==> src/rtl/fcl_pkg.sv <==
// shared types and constants of the fat12 cluster chain lookup
package fcl_pkg;

  // fixed field widths
  localparam int ADDR_BITS     = 13;
  localparam int CLUSTER_BITS  = 12;
  localparam int QUOT_BITS     = 21;
  localparam int SECTOR_BITS   = 13;
  localparam int CFG_IDX_BITS  = 3;
  localparam int CFG_DATA_BITS = 16;

  // register indexes on the configuration port
  localparam logic [CFG_IDX_BITS-1:0] REG_RESERVED_COUNT  = 3'd0;
  localparam logic [CFG_IDX_BITS-1:0] REG_TABLE_SECTORS   = 3'd1;
  localparam logic [CFG_IDX_BITS-1:0] REG_TABLE_COPIES    = 3'd2;
  localparam logic [CFG_IDX_BITS-1:0] REG_ROOT_ENTRIES    = 3'd3;
  localparam logic [CFG_IDX_BITS-1:0] REG_SECTOR_BYTES    = 3'd4;
  localparam logic [CFG_IDX_BITS-1:0] REG_CLUSTER_SECTORS = 3'd5;

  // register reset values
  localparam logic [15:0] RST_RESERVED_COUNT  = 16'd1;
  localparam logic [15:0] RST_TABLE_SECTORS   = 16'd9;
  localparam logic [7:0]  RST_TABLE_COPIES    = 8'd2;
  localparam logic [15:0] RST_ROOT_ENTRIES    = 16'd224;
  localparam logic [12:0] RST_SECTOR_BYTES    = 13'd512;
  localparam logic [7:0]  RST_CLUSTER_SECTORS = 8'd1;

  // cluster codes and nibble mask
  localparam logic [CLUSTER_BITS-1:0] CHAIN_END_MIN      = 12'hFF8;
  localparam logic [CLUSTER_BITS-1:0] FIRST_DATA_CLUSTER = 12'd2;
  localparam logic [3:0]              NIBBLE_MASK        = 4'hF;

  // input function codes
  localparam logic FUNC_WRITE  = 1'b0;
  localparam logic FUNC_LOOKUP = 1'b1;

  typedef struct packed {
    logic                    func;
    logic [ADDR_BITS-1:0]    byte_offset;
    logic [7:0]              byte_value;
    logic [CLUSTER_BITS-1:0] cluster;
  } in_word_t;

  typedef struct packed {
    logic [CLUSTER_BITS-1:0] next_cluster;
    logic [31:0]             data_lba;
    logic [23:0]             root_start_lba;
    logic [QUOT_BITS-1:0]    root_sector_count;
    logic                    chain_end;
    logic                    reserved_cluster;
  } out_word_t;

  // volume geometry derived from the registers
  typedef struct packed {
    logic [23:0]          root_start;
    logic [QUOT_BITS-1:0] root_count;
    logic [24:0]          lba_base;
    logic [7:0]           cluster_sectors;
  } geom_t;

  typedef enum logic [1:0] {
    G_DIVIDE,
    G_SUM,
    G_BASE,
    G_READY
  } geom_state_t;

endpackage

==> src/rtl/fcl_geom.sv <==
// configuration registers and sequential computation of the volume geometry
module fcl_geom (
  input  logic                                clk,
  input  logic                                rst_n,
  input  logic                                cfg_we,
  input  logic [fcl_pkg::CFG_IDX_BITS-1:0]    cfg_index,
  input  logic [fcl_pkg::CFG_DATA_BITS-1:0]   cfg_data,
  output fcl_pkg::geom_t                      geom,
  output logic                                busy
);
  import fcl_pkg::*;

  logic [15:0] rc_r;
  logic [15:0] ts_r;
  logic [7:0]  tc_r;
  logic [15:0] re_r;
  logic [12:0] sb_r;
  logic [7:0]  cs_r;

  geom_state_t          state_r, state_nxt;
  logic [4:0]           step_r, step_nxt;
  logic [12:0]          rem_r, rem_nxt;
  logic [QUOT_BITS-1:0] q_r, q_nxt;
  logic [QUOT_BITS-1:0] root_count_r, root_count_nxt;
  logic [23:0]          root_start_r, root_start_nxt;
  logic [24:0]          lba_base_r, lba_base_nxt;

  logic [QUOT_BITS-1:0] num;
  logic [12:0]          div_val;
  logic [4:0]           bit_idx;
  logic [13:0]          trial;
  logic [13:0]          div_ext;
  logic                 ge;

  // register writes
  always_ff @(posedge clk) begin
    if (!rst_n) begin
      rc_r <= RST_RESERVED_COUNT;
      ts_r <= RST_TABLE_SECTORS;
      tc_r <= RST_TABLE_COPIES;
      re_r <= RST_ROOT_ENTRIES;
      sb_r <= RST_SECTOR_BYTES;
      cs_r <= RST_CLUSTER_SECTORS;
    end else if (cfg_we) begin
      case (cfg_index)
        REG_RESERVED_COUNT:  rc_r <= cfg_data;
        REG_TABLE_SECTORS:   ts_r <= cfg_data;
        REG_TABLE_COPIES:    tc_r <= cfg_data[7:0];
        REG_ROOT_ENTRIES:    re_r <= cfg_data;
        REG_SECTOR_BYTES:    sb_r <= cfg_data[12:0];
        REG_CLUSTER_SECTORS: cs_r <= cfg_data[7:0];
        default: ;
      endcase
    end
  end

  // one restoring divide step per cycle: entries * 32 / sector size
  assign num     = {re_r, 5'b0};
  assign div_val = (sb_r == '0) ? 13'd1 : sb_r;
  assign div_ext = {1'b0, div_val};
  assign bit_idx = 5'(QUOT_BITS - 1) - step_r;
  assign trial   = {rem_r, num[bit_idx]};
  assign ge      = trial >= div_ext;

  // sequencer state
  always_ff @(posedge clk) begin
    if (!rst_n) begin
      state_r <= G_DIVIDE;
      step_r  <= '0;
      rem_r   <= '0;
      q_r     <= '0;
    end else begin
      state_r <= state_nxt;
      step_r  <= step_nxt;
      rem_r   <= rem_nxt;
      q_r     <= q_nxt;
    end
  end

  always_ff @(posedge clk) begin
    root_count_r <= root_count_nxt;
    root_start_r <= root_start_nxt;
    lba_base_r   <= lba_base_nxt;
  end

  // next state: divide, round up and start sector, then base sum
  always_comb begin
    state_nxt      = state_r;
    step_nxt       = step_r;
    rem_nxt        = rem_r;
    q_nxt          = q_r;
    root_count_nxt = root_count_r;
    root_start_nxt = root_start_r;
    lba_base_nxt   = lba_base_r;
    case (state_r)
      G_DIVIDE: begin
        rem_nxt  = ge ? 13'(trial - div_ext) : trial[12:0];
        q_nxt    = {q_r[QUOT_BITS-2:0], ge};
        step_nxt = step_r + 5'd1;
        if (step_r == 5'(QUOT_BITS - 1)) begin
          state_nxt = G_SUM;
        end
      end
      G_SUM: begin
        root_count_nxt = q_r + QUOT_BITS'(rem_r != '0);
        root_start_nxt = 24'(rc_r) + 24'(ts_r) * 24'(tc_r);
        state_nxt      = G_BASE;
      end
      G_BASE: begin
        lba_base_nxt = 25'(root_start_r) + 25'(root_count_r);
        state_nxt    = G_READY;
      end
      G_READY: ;
      default: state_nxt = G_DIVIDE;
    endcase
    // any register write starts the computation over
    if (cfg_we) begin
      state_nxt = G_DIVIDE;
      step_nxt  = '0;
      rem_nxt   = '0;
      q_nxt     = '0;
    end
  end

  assign busy                 = state_r != G_READY;
  assign geom.root_start      = root_start_r;
  assign geom.root_count      = root_count_r;
  assign geom.lba_base        = lba_base_r;
  assign geom.cluster_sectors = cs_r;

  // a write always forces a fresh computation
  a_cfg_restarts: assert property (@(posedge clk) disable iff (!rst_n)
    cfg_we |=> busy)
    else $error("register write did not restart geometry computation");

  // once ready, geometry holds until the next write
  a_ready_holds: assert property (@(posedge clk) disable iff (!rst_n)
    (!busy && !cfg_we) |=> (!busy && $stable(geom)))
    else $error("geometry changed without a register write");

endmodule

==> config.mk <==
export PLATFORM = sky130hd
export DESIGN_NAME = fcl_geom
export DESIGN_NICKNAME = d
export VERILOG_FILES = /design/src/rtl/fcl_pkg.sv /design/src/rtl/fcl_geom.sv
export SDC_FILE = /design/constraint.sdc
export NUM_CORES = 1
export LEC_CHECK = 0
export ABC_AREA = 1
export ABC_CLOCK_PERIOD_IN_PS = 5100
export BUFFER_PORTS_ARGS = -buffer_cell sky130_fd_sc_hd__buf_2
export CAP_MARGIN = 10
export CORE_MARGIN = 4
export CORE_UTILIZATION = 63
export CTS_BUF_LIST = sky130_fd_sc_hd__clkbuf_4 sky130_fd_sc_hd__clkbuf_8
export CTS_CLUSTER_DIAMETER = 50
export DETAILED_ROUTE_END_ITERATION = 8
export MAX_ROUTING_LAYER = met4
export PLACE_DENSITY_LB_ADDON = 0.3
export SYNTH_ARGS = -nofsm -noshare
export SYNTH_HDL_FRONTEND = slang
export SYNTH_SLANG_ARGS = --single-unit
==> constraint.sdc <==
create_clock -name clk -period 5.1 [get_ports clk]
set_input_delay 0.765 -clock clk [delete_from_list [all_inputs] [get_ports clk]]
set_output_delay 0.765 -clock clk [all_outputs]
set_load 0.05 [all_outputs]
==> reports/metrics.csv, run 1 <==
stage;metric;value;unit
run_status;status;finished, final reports clean;
die;die_x;157.0;um
min_path;worstHoldStart;re_r[10]$_SDFFE_PN0P_;
setup_path;path_cells;nand2_1, inv_1, fa_1, fa_1, fa_1, inv_1, fa_1, inv_1, ha_1, nand2_1, nor4_1, nand4_1, nand4_1, nand2_1;
power_and_ir_drop;leakage;7.953;nW
timing;fmax;202.2;MHz
setup_path;critPathTopFamily;adder cells;
setup_path;worstPathRequired;5320;ps
clocking;cts_resized;0;
synthesis;synth_area;0.01398;mm^2
finish;fin_util;0.6877;
setup_path;endpoint_kind;register;
setup_path;r2r_start;tc_r[2]$_SDFFE_PN0P_;
clocking;hold_buffers;0;
clocking;cts.sinks;188;
place;gp_congestion;0.9192;
clocking;clockRootBuffer;clkbuf_8;
finish;layout_commonest_cell;nand2_1;
setup_path;crit_arrival;5170;ps
clocking;cts_made_buffers;17;
drt;first_pass_iters;6;
grt;grt_pass1_vias;11340;
place;io_buffers;100;
timing;fin_crit_sh;0.9696;
clocking;cts-htree-levels;4;
die;pin_count;101;
drt;initialDrtViolationCount;914;
place;dpl_cell_area;0.01461;mm^2
synthesis;ys_seq_area_frac;0.3193;
clocking;cts_setup_buffers;0;
timing;finalSetupViolations;0;
setup_path;crit_start;tc_r[2]$_SDFFE_PN0P_;
setup_path;r2r_end;root_start_r[20]$_DFFE_PN_;
min_path;hp-class;reg -> reg;
power_and_ir_drop;ir_worst_vdd;0.0001929;V
synthesis;synth-seq-cells;188;
grt;met3_usage;0.03794;
die;core-area;0.02182;mm^2
timing;fin_tns_setup;0;ps
clocking;cts_tree;yes;
clocking;clockBufferDepth;2;
timing;hold_viol_final;0;
timing;finalCriticalPeriod;4945;ps
finish;syn2layout_area_growth;7.357;%
setup_path;worst-path-stages;14;
clocking;clk_pin_slew;110;ps
grt;grt-busiest-layer;met2;
synthesis;syn_nets;2040;
grt;grt_util_all_layers;0.2825;
grt;use_met1;0.3721;
timing;fin_skew;18.89;ps
finish;layout_common_cells;nand2_1, inv_1, nor2_1;
die;die_area;0.02464;mm^2
die;start_util;0.6406;
synthesis;synthDistinctLibCells;42;
clocking;clk_latency;470;ps
finish;drive_gt1_frac;0.08311;
grt;grt_max_degree;79;
setup_path;crit_slowest_cell;dfxtp_1;
setup_path;slowest_delay;770;ps
setup_path;cp-endpoint;root_start_r[20]$_DFFE_PN_;
synthesis;syn_area_per_cell;7.639;um^2
grt;overflow;0;
setup_path;crit_top_cell;fa_1;
place;hpwl;25900;um
grt;use_met2;0.4603;
drt;ant_nets;0;
synthesis;ys.flop_type;dfxtp_1;
timing;drv_slew;0;
drt;via_count;11660;
drt;wl;32820;um
drt;viasPerCell;5.341;
setup_path;rrSetupSlack;160;ps
power_and_ir_drop;power_density;244.9;mW/mm^2
die;fp-row-count;54;
drt;avgRoutedWirePerCell;15.04;um
timing;max_slew_margin;0.2451;
setup_path;crit_buf_inv;3;
die;die_h;157.0;um
synthesis;synthCells;1830;
flow_run;maxCapViolCount;0;
setup_path;critPathKind;reg -> reg;
timing;tightestPinTransition;1132;ps
grt;grt_pass1_wl;54450;um
synthesis;yosys_warnings;0;
timing;grt_setup_unrepaired;false;
finish;fin_area;0.01501;mm^2
setup_path;cp_max_fo;17;
setup_path;startpoint_type;register;
finish;final_nets;2099;
setup_path;r2r_cells;14;
drt;drc;0;
synthesis;synthArstFlopShare;0;
synthesis;synth_edf_count;70;
grt;antenna_found_initial;1;
[cells by family after synthesis]
logic type,after synthesis,share of synthesized area
AO/OA/AOI/OAI,257,0.09559
buffers and inverters,439,0.1189
adder cells (fa/ha/maj),188,0.2230
XOR/XNOR,57,0.03571
flip-flops,188,0.3193
AND/OR/NAND/NOR,701,0.2074
[metal layers]
| layer | wire, um | vias to the layer above |
|---|---|---|
| met3 | 2372 | 54 |
| li1 | - | 5786 |
| met5 | 0 | - |
| met1 | 14200 | 5405 |
| met2 | 15580 | 410 |
| met4 | 666 | 0 |
[registers in the layout, summed over array words and instances, names as in the netlist]
signal        count
root_count_r     21
step_r            5
re_r             16
state_r           2
cs_r              8
rem_r            13
ts_r             16
tc_r              8
sb_r             13
q_r              21
root_start_r     24
rc_r             16
lba_base_r       25
[cell type report]
type	count	area (um^2)
sequential	188	4469
tap	280	350.3
inverter	374	1404
timing repair buffer	105	538.0
multi-input combinational	1203	7855
antenna	1	2.502
clock inverter	14	155.1
clock buffer	17	234.0
fill	1832	6815
[synth_stat cells (2+ instances only)]
cell type / n / area share
buf_2: 6 / 0.0021
edfxtp_1: 70 / 0.15
o21ai_0: 118 / 0.042
a21o_1: 4 / 0.0021
nand2_1: 412 / 0.11
nand3_1: 79 / 0.028
a21oi_1: 119 / 0.043
ha_1: 86 / 0.077
nor4_1: 7 / 0.0031
clkbuf_1: 57 / 0.015
xor2_1: 39 / 0.024
nor2_2: 3 / 0.0013
nor2_4: 3 / 0.0024
nor3_2: 3 / 0.0021
nor2_1: 159 / 0.043
o211ai_1: 5 / 0.0027
inv_1: 373 / 0.10
nand4_1: 14 / 0.0063
dfxtp_1: 118 / 0.17
nor3_1: 11 / 0.0039
fa_1: 102 / 0.15
nand2_2: 4 / 0.0018
xnor2_1: 18 / 0.011
a31oi_1: 2 / 0.00089
[worst min path at each step]
stage / to / cells after the start
6_report: re_r[10]$_SDFFE_PN0P_ / 2
5_1_grt: re_r[6]$_SDFFE_PN1P_ / 2
4_1_cts: re_r[10]$_SDFFE_PN0P_ / 2
3_5_place_dp: re_r[6]$_SDFFE_PN1P_ / 2
3_3_place_gp: re_r[6]$_SDFFE_PN1P_ / 2
2_1_floorplan: re_r[6]$_SDFFE_PN1P_ / 2
[tightest hold or removal path, cell delays in order (launching register included)]
cell and delay, ps:
dfxtp_1 320, inv_1 60, a21oi_1 50
[where the power goes]
group	switching (mW)	internal, mW	total (mW)
clock	0.609	0.407	1.02
sequential	0.0672	1.61	1.68
combinational	0.646	0.335	0.981
[metrics by stage]
stage	cells	worst slack, ps	hold slack [ps]	power, mW
floorplan	1830	534.0	423.6	2.446
global placement	2150	399.9	435.3	2.665
detailed placement	2150	321.5	439.5	2.674
CTS	2181	267.9	462.8	3.682
global route	2182	5.052	488.0	3.898
finish	2182	155.2	460.8	3.675
Note: power is estimated with default switching activity, not from simulation.
==> run 2: changes to the inputs <==
--- a/config.mk
+++ b/config.mk
@@ -7,13 +7,13 @@
 export LEC_CHECK = 0
 export ABC_AREA = 1
 export ABC_CLOCK_PERIOD_IN_PS = 5100
-export BUFFER_PORTS_ARGS = -buffer_cell sky130_fd_sc_hd__buf_2
 export CAP_MARGIN = 10
 export CORE_MARGIN = 4
-export CORE_UTILIZATION = 63
+export CORE_UTILIZATION = 67
 export CTS_BUF_LIST = sky130_fd_sc_hd__clkbuf_4 sky130_fd_sc_hd__clkbuf_8
 export CTS_CLUSTER_DIAMETER = 50
 export DETAILED_ROUTE_END_ITERATION = 8
+export DONT_BUFFER_PORTS = 1
 export MAX_ROUTING_LAYER = met4
 export PLACE_DENSITY_LB_ADDON = 0.3
 export SYNTH_ARGS = -nofsm -noshare
==> reports/metrics.csv, run 2 (same netlist as run 1, synthesis figures left out) <==
stage;metric;value;unit
grt;grt_util_all_layers;0.2940;
finish;syn2layout_area_growth;3.714;%
clocking;cts.sinks;188;
clocking;clk_latency;480;ps
timing;whs;380.8;ps
finish;register_area;0.004472;mm^2
grt;use_met2;0.4727;
power_and_ir_drop;p_sw_frac;0.3622;
finish;layout_common_cells;nand2_1, inv_1, nor2_1;
finish;drive_gt1_frac;0.03387;
clocking;clk_pin_slew;110;ps
timing;fin_ws;327.6;ps
timing;max_slew_margin;0.2550;
setup_path;crit_buf_inv;6;
drt;drc;0;
drt;viasPerCell;5.463;
setup_path;crit_top_cell;inv_1;
grt;grt_pass1_wl;54600;um
finish;layout_commonest_cell;nand2_1;
place;gp_congestion;1.003;
grt;use_met1;0.3793;
setup_path;path_cells;buf_4, nand2_1, inv_1, fa_1, inv_1, fa_1, inv_1, fa_1, inv_1, fa_1, inv_1, ha_1, nand2_1, nor4_1, nand4_1, nand4_1, nand2_1;
power_and_ir_drop;p_seq_frac;0.462;
finish;multi_input_area;0.007855;mm^2
clocking;cts_made_buffers;17;
timing;grt_setup_unrepaired;false;
setup_path;r2r_start;tc_r[7]$_SDFFE_PN0P_;
power_and_ir_drop;ir_worst_vdd;0.0002140;V
setup_path;startpoint_type;register;
setup_path;r2r_cells;17;
timing;finalCriticalPeriod;4772;ps
finish;fin_util;0.7120;
power_and_ir_drop;pwr-share-clk;0.278;
grt;grt-busiest-layer;met2;
timing;hold_viol_final;0;
die;die_h;152.4;um
timing;tightestPinTransition;1118;ps
timing;fmax;209.5;MHz
place;dp_slack;202.2;ps
setup_path;critPathKind;reg -> reg;
min_path;hp-class;in -> reg;
power_and_ir_drop;combPwrFrac;0.260;
timing;fin_crit_sh;0.9358;
drt;first_pass_iters;5;
drt;wl;32800;um
finish;fill_cells;1595;
grt;antenna_found_initial;0;
finish;diodes;0;
setup_path;endpoint_kind;register;
setup_path;cp_max_fo;17;
drt;initialDrtViolationCount;1102;
run_status;status;finished, final reports clean;
grt;grt_max_degree;79;
setup_path;slowest_delay;530;ps
place;hpwl;25520;um
clocking;cts_tree;yes;
drt;via_count;11310;
grt;met3_usage;0.06958;
setup_path;critPathTopFamily;adder cells;
power_and_ir_drop;p_sw;1.322;mW
power_and_ir_drop;leakage;7.555;nW
drt;avgRoutedWirePerCell;15.84;um
timing;fin_skew;15.61;ps
finish;largest_register_ffs;25;
min_path;whs_path_depth;1;
die;fp-row-count;52;
setup_path;rrSetupSlack;330;ps
clocking;cts-htree-levels;4;
die;core-area;0.02036;mm^2
power_and_ir_drop;total_power;3.650;mW
finish;regMostFlops;lba_base_r;
setup_path;worstPathRequired;5330;ps
setup_path;r2r_end;root_start_r[20]$_DFFE_PN_;
finish;final_nets;1998;
timing;fin_tns_setup;0;ps
clocking;clockRootBuffer;clkbuf_8;
clocking;cts_setup_buffers;0;
timing;drv_slew;0;
min_path;worstHoldStart;rst_n;
setup_path;crit_arrival;5000;ps
die;pin_count;101;
clocking;clockBufferDepth;2;
min_path;whs_endpoint;re_r[5]$_SDFFE_PN1P_;
die;start_util;0.6865;
grt;overflow;0;
drt;ant_nets;0;
die;die_x;152.4;um
die;die_area;0.02324;mm^2
place;io_buffers;0;
grt;grt_pass1_vias;11060;
power_and_ir_drop;p_int;2.328;mW
power_and_ir_drop;power_density;251.8;mW/mm^2
setup_path;crit_slowest_cell;fa_1;
timing;finalSetupViolations;0;
flow_run;maxCapViolCount;0;
finish;reg.largest.list;lba_base_r (25), root_start_r (24);
[run 2: changes by cell type in the layout (fill, tap and decap cells not counted), moves of 2 or more]
cell     before  now
dfxtp_1     114  112
dfxtp_2       4    6
inv_8         2    5
buf_2       100    0
inv_6         4    1
[run 2: power groups by stage]
stage	registers, mW	logic [mW]	clock network [mW]
4_1_cts	1.68	0.936	1.02
3_5_place_dp	1.72	0.931	0
3_3_place_gp	1.71	0.916	0
2_1_floorplan	1.68	0.765	0
5_1_grt	1.69	1.08	1.09
6_report	1.69	0.951	1.01
[run 2: worst max-delay path by stage]
stage / start / end / slack, ps / cells after the start
2_1_floorplan: tc_r[7]$_SDFFE_PN0P_ / root_start_r[19]$_DFFE_PN_ / 530 / 18
5_1_grt: tc_r[7]$_SDFFE_PN0P_ / root_start_r[20]$_DFFE_PN_ / 40 / 17
3_3_place_gp: tc_r[1]$_SDFFE_PN1P_ / root_start_r[20]$_DFFE_PN_ / 250 / 14
6_report: tc_r[7]$_SDFFE_PN0P_ / root_start_r[20]$_DFFE_PN_ / 330 / 17
4_1_cts: tc_r[1]$_SDFFE_PN1P_ / root_start_r[20]$_DFFE_PN_ / 150 / 14
3_5_place_dp: tc_r[1]$_SDFFE_PN1P_ / root_start_r[20]$_DFFE_PN_ / 200 / 14
[run 2: metal layers]
metal | share of wire | wire, um | vias to the layer above
met1 | 0.43 | 14000 | 5276
met4 | 0.020 | 649 | 0
met2 | 0.47 | 15330 | 395
li1 | - | - | 5586
met3 | 0.086 | 2830 | 57
met5 | 0 | 0 | -
[run 2: what timing repair did]
item                       CTS  global route
hold buffers                 0             0
gates resized for setup      0             6
setup endpoints to repair    0             4
[run 2: final cells by class]
type | instances | share of cell area
Inverter | 374 | 0.09682
Sequential cell | 188 | 0.3084
Timing Repair Buffer | 4 | 0.002071
Multi-Input combinational cell | 1203 | 0.5418
Clock buffer | 19 | 0.01760
Tap cell | 270 | 0.02330
Clock inverter | 13 | 0.01001
[run 2: stage by stage]
step                area [um^2]  instances
finish                    14500       2071
global route              14500       2071
CTS                       14490       2071
detailed placement        14090       2039
global placement          14090       2039
floorplan                 13980       1830
==> run 3: changes to the inputs <==
--- a/config.mk
+++ b/config.mk
@@ -15,7 +15,8 @@
 export DETAILED_ROUTE_END_ITERATION = 8
 export DONT_BUFFER_PORTS = 1
 export MAX_ROUTING_LAYER = met4
-export PLACE_DENSITY_LB_ADDON = 0.3
+export PLACE_DENSITY = 0.79
+export SLEW_MARGIN = 20
 export SYNTH_ARGS = -nofsm -noshare
 export SYNTH_HDL_FRONTEND = slang
 export SYNTH_SLANG_ARGS = --single-unit
==> reports/metrics.csv, run 3 (same netlist as run 1, synthesis figures left out) <==
stage;metric;value;unit
grt;overflow;0;
drt;initialDrtViolationCount;835;
finish;fin_util;0.7120;
timing;fmax;206.7;MHz
timing;grt_setup_unrepaired;false;
setup_path;crit_arrival;5060;ps
die;core-area;0.02036;mm^2
clocking;hold_buffers;0;
finish;regMostFlops;lba_base_r;
drt;viasPerCell;5.444;
run_status;status;finished, final reports clean;
drt;ant_nets;0;
grt;grt_pass1_wl;53010;um
place;hpwl;24790;um
setup_path;cp_max_fo;17;
die;die_area;0.02324;mm^2
die;die_x;152.4;um
setup_path;worstPathRequired;5320;ps
clocking;clk_pin_slew;120;ps
clocking;cts_made_buffers;17;
die;fp-row-count;52;
setup_path;endpoint_kind;register;
setup_path;slowest_delay;790;ps
finish;drive_gt1_frac;0.03222;
place;gp_congestion;0.9147;
setup_path;critPathKind;reg -> reg;
timing;fin_crit_sh;0.9484;
clocking;cts_tree;yes;
timing;finalCriticalPeriod;4837;ps
timing;tightestPinTransition;1044;ps
clocking;clockBufferDepth;2;
grt;antenna_found_initial;1;
finish;largest_register_ffs;25;
drt;wl;31690;um
grt;grt_util_all_layers;0.2832;
timing;max_slew_margin;0.3040;
timing;fin_tns_setup;0;ps
timing;hold_viol_final;0;
die;start_util;0.6865;
setup_path;path_cells;nand2_1, inv_1, fa_1, fa_1, fa_1, inv_1, fa_1, inv_1, ha_1, nand2_1, nor4_1, nand4_1, nand4_1, nand2_1;
clocking;clk_latency;480;ps
timing;finalSetupViolations;0;
timing;fin_skew;23.23;ps
drt;avgRoutedWirePerCell;15.30;um
finish;final_nets;1998;
die;pin_count;101;
finish;layout_commonest_cell;nand2_1;
drt;via_count;11280;
setup_path;startpoint_type;register;
power_and_ir_drop;leakage;7.548;nW
power_and_ir_drop;power_density;250.4;mW/mm^2
setup_path;crit_slowest_cell;dfxtp_1;
grt;grt_pass1_vias;11020;
drt;first_pass_iters;7;
timing;drv_slew;0;
grt;grt_max_degree;79;
place;io_buffers;0;
drt;drc;0;
clocking;cts-htree-levels;4;
flow_run;maxCapViolCount;0;
clocking;clockRootBuffer;clkbuf_8;
clocking;cts.sinks;188;
finish;reg.largest.list;lba_base_r (25), root_start_r (24);
power_and_ir_drop;ir_worst_vdd;0.0002030;V
finish;syn2layout_area_growth;3.714;%
die;die_h;152.4;um
setup_path;crit_top_cell;fa_1;
power_and_ir_drop;total_power;3.631;mW
min_path;hp-class;in -> reg;
finish;layout_common_cells;nand2_1, inv_1, nor2_1;
[run 3: cell types whose count changed in the layout (fill, tap and decap cells not counted), sizes merged]
cell / previous run / this run
clkbuf: 19 / 17
diode: 0 / 1
inv: 380 / 382
clkinv: 7 / 6
[run 3: stage by stage]
step / cell area, um^2 / std cells / setup slack, ps / hold slack, ps
after floorplan: 13980 / 1830 / 534.0 / 423.6
after CTS: 14490 / 2070 / 282.4 / 340.4
after global routing: 14500 / 2071 / 7.605 / 325.2
after global placement: 14090 / 2039 / 294.5 / 435.4
after detailed placement: 14090 / 2039 / 337.1 / 437.4
final: 14500 / 2071 / 263.0 / 370.9
[run 3: report_power, final]
part / leakage, nW / internal, mW / switching (mW)
clock network: 0.202 / 0.376 / 0.631
registers: 1.59 / 1.61 / 0.0764
logic: 5.75 / 0.328 / 0.610
total: 7.55 / 2.31 / 1.32
[run 3: final timing paths]
kind	slack [ps]	cells past startpoint	start	to
worst max-delay path	260	14	tc_r[2]$_SDFFE_PN0P_	root_start_r[20]$_DFFE_PN_
worst min register to register	460	2	re_r[8]$_SDFFE_PN0P_	re_r[8]$_SDFFE_PN0P_
worst max register to register	260	14	tc_r[2]$_SDFFE_PN0P_	root_start_r[20]$_DFFE_PN_
worst min-delay path	370	1	rst_n	cs_r[0]$_SDFFE_PN1P_
[run 3: final cells by class]
cell class,instances,area (um^2)
Fill cell,1661,5866
Antenna cell,1,2.502
Tap cell,270,337.8
Clock buffer,17,234.0
Clock inverter,14,165.2
Timing Repair Buffer,4,30.03
Inverter,374,1404
Sequential cell,188,4468
Multi-Input combinational cell,1203,7858
[run 3: what timing repair did]
action,CTS,global route
endpoints found under the setup margin,0,2
setup buffers,0,0
gates resized for setup,0,3
[run 3: worst max-delay path: cells and delay by family (launching register included)]
kind | cells | cell delay (ps)
DFF | 1 | 790
and+or+nand+nor | 6 | 1250
buffers and inverters | 3 | 200
adders and majority gates | 5 | 2340
[run 3: metal layers]
| layer | GRT usage | routed length [um] | share of wire |
|---|---|---|---|
| met5 | - | 0 | 0 |
| met4 | 0.07043 | 561 | 0.018 |
| met3 | 0.06845 | 2514 | 0.079 |
| met2 | 0.4564 | 14790 | 0.47 |
| met1 | 0.3649 | 13820 | 0.44 |
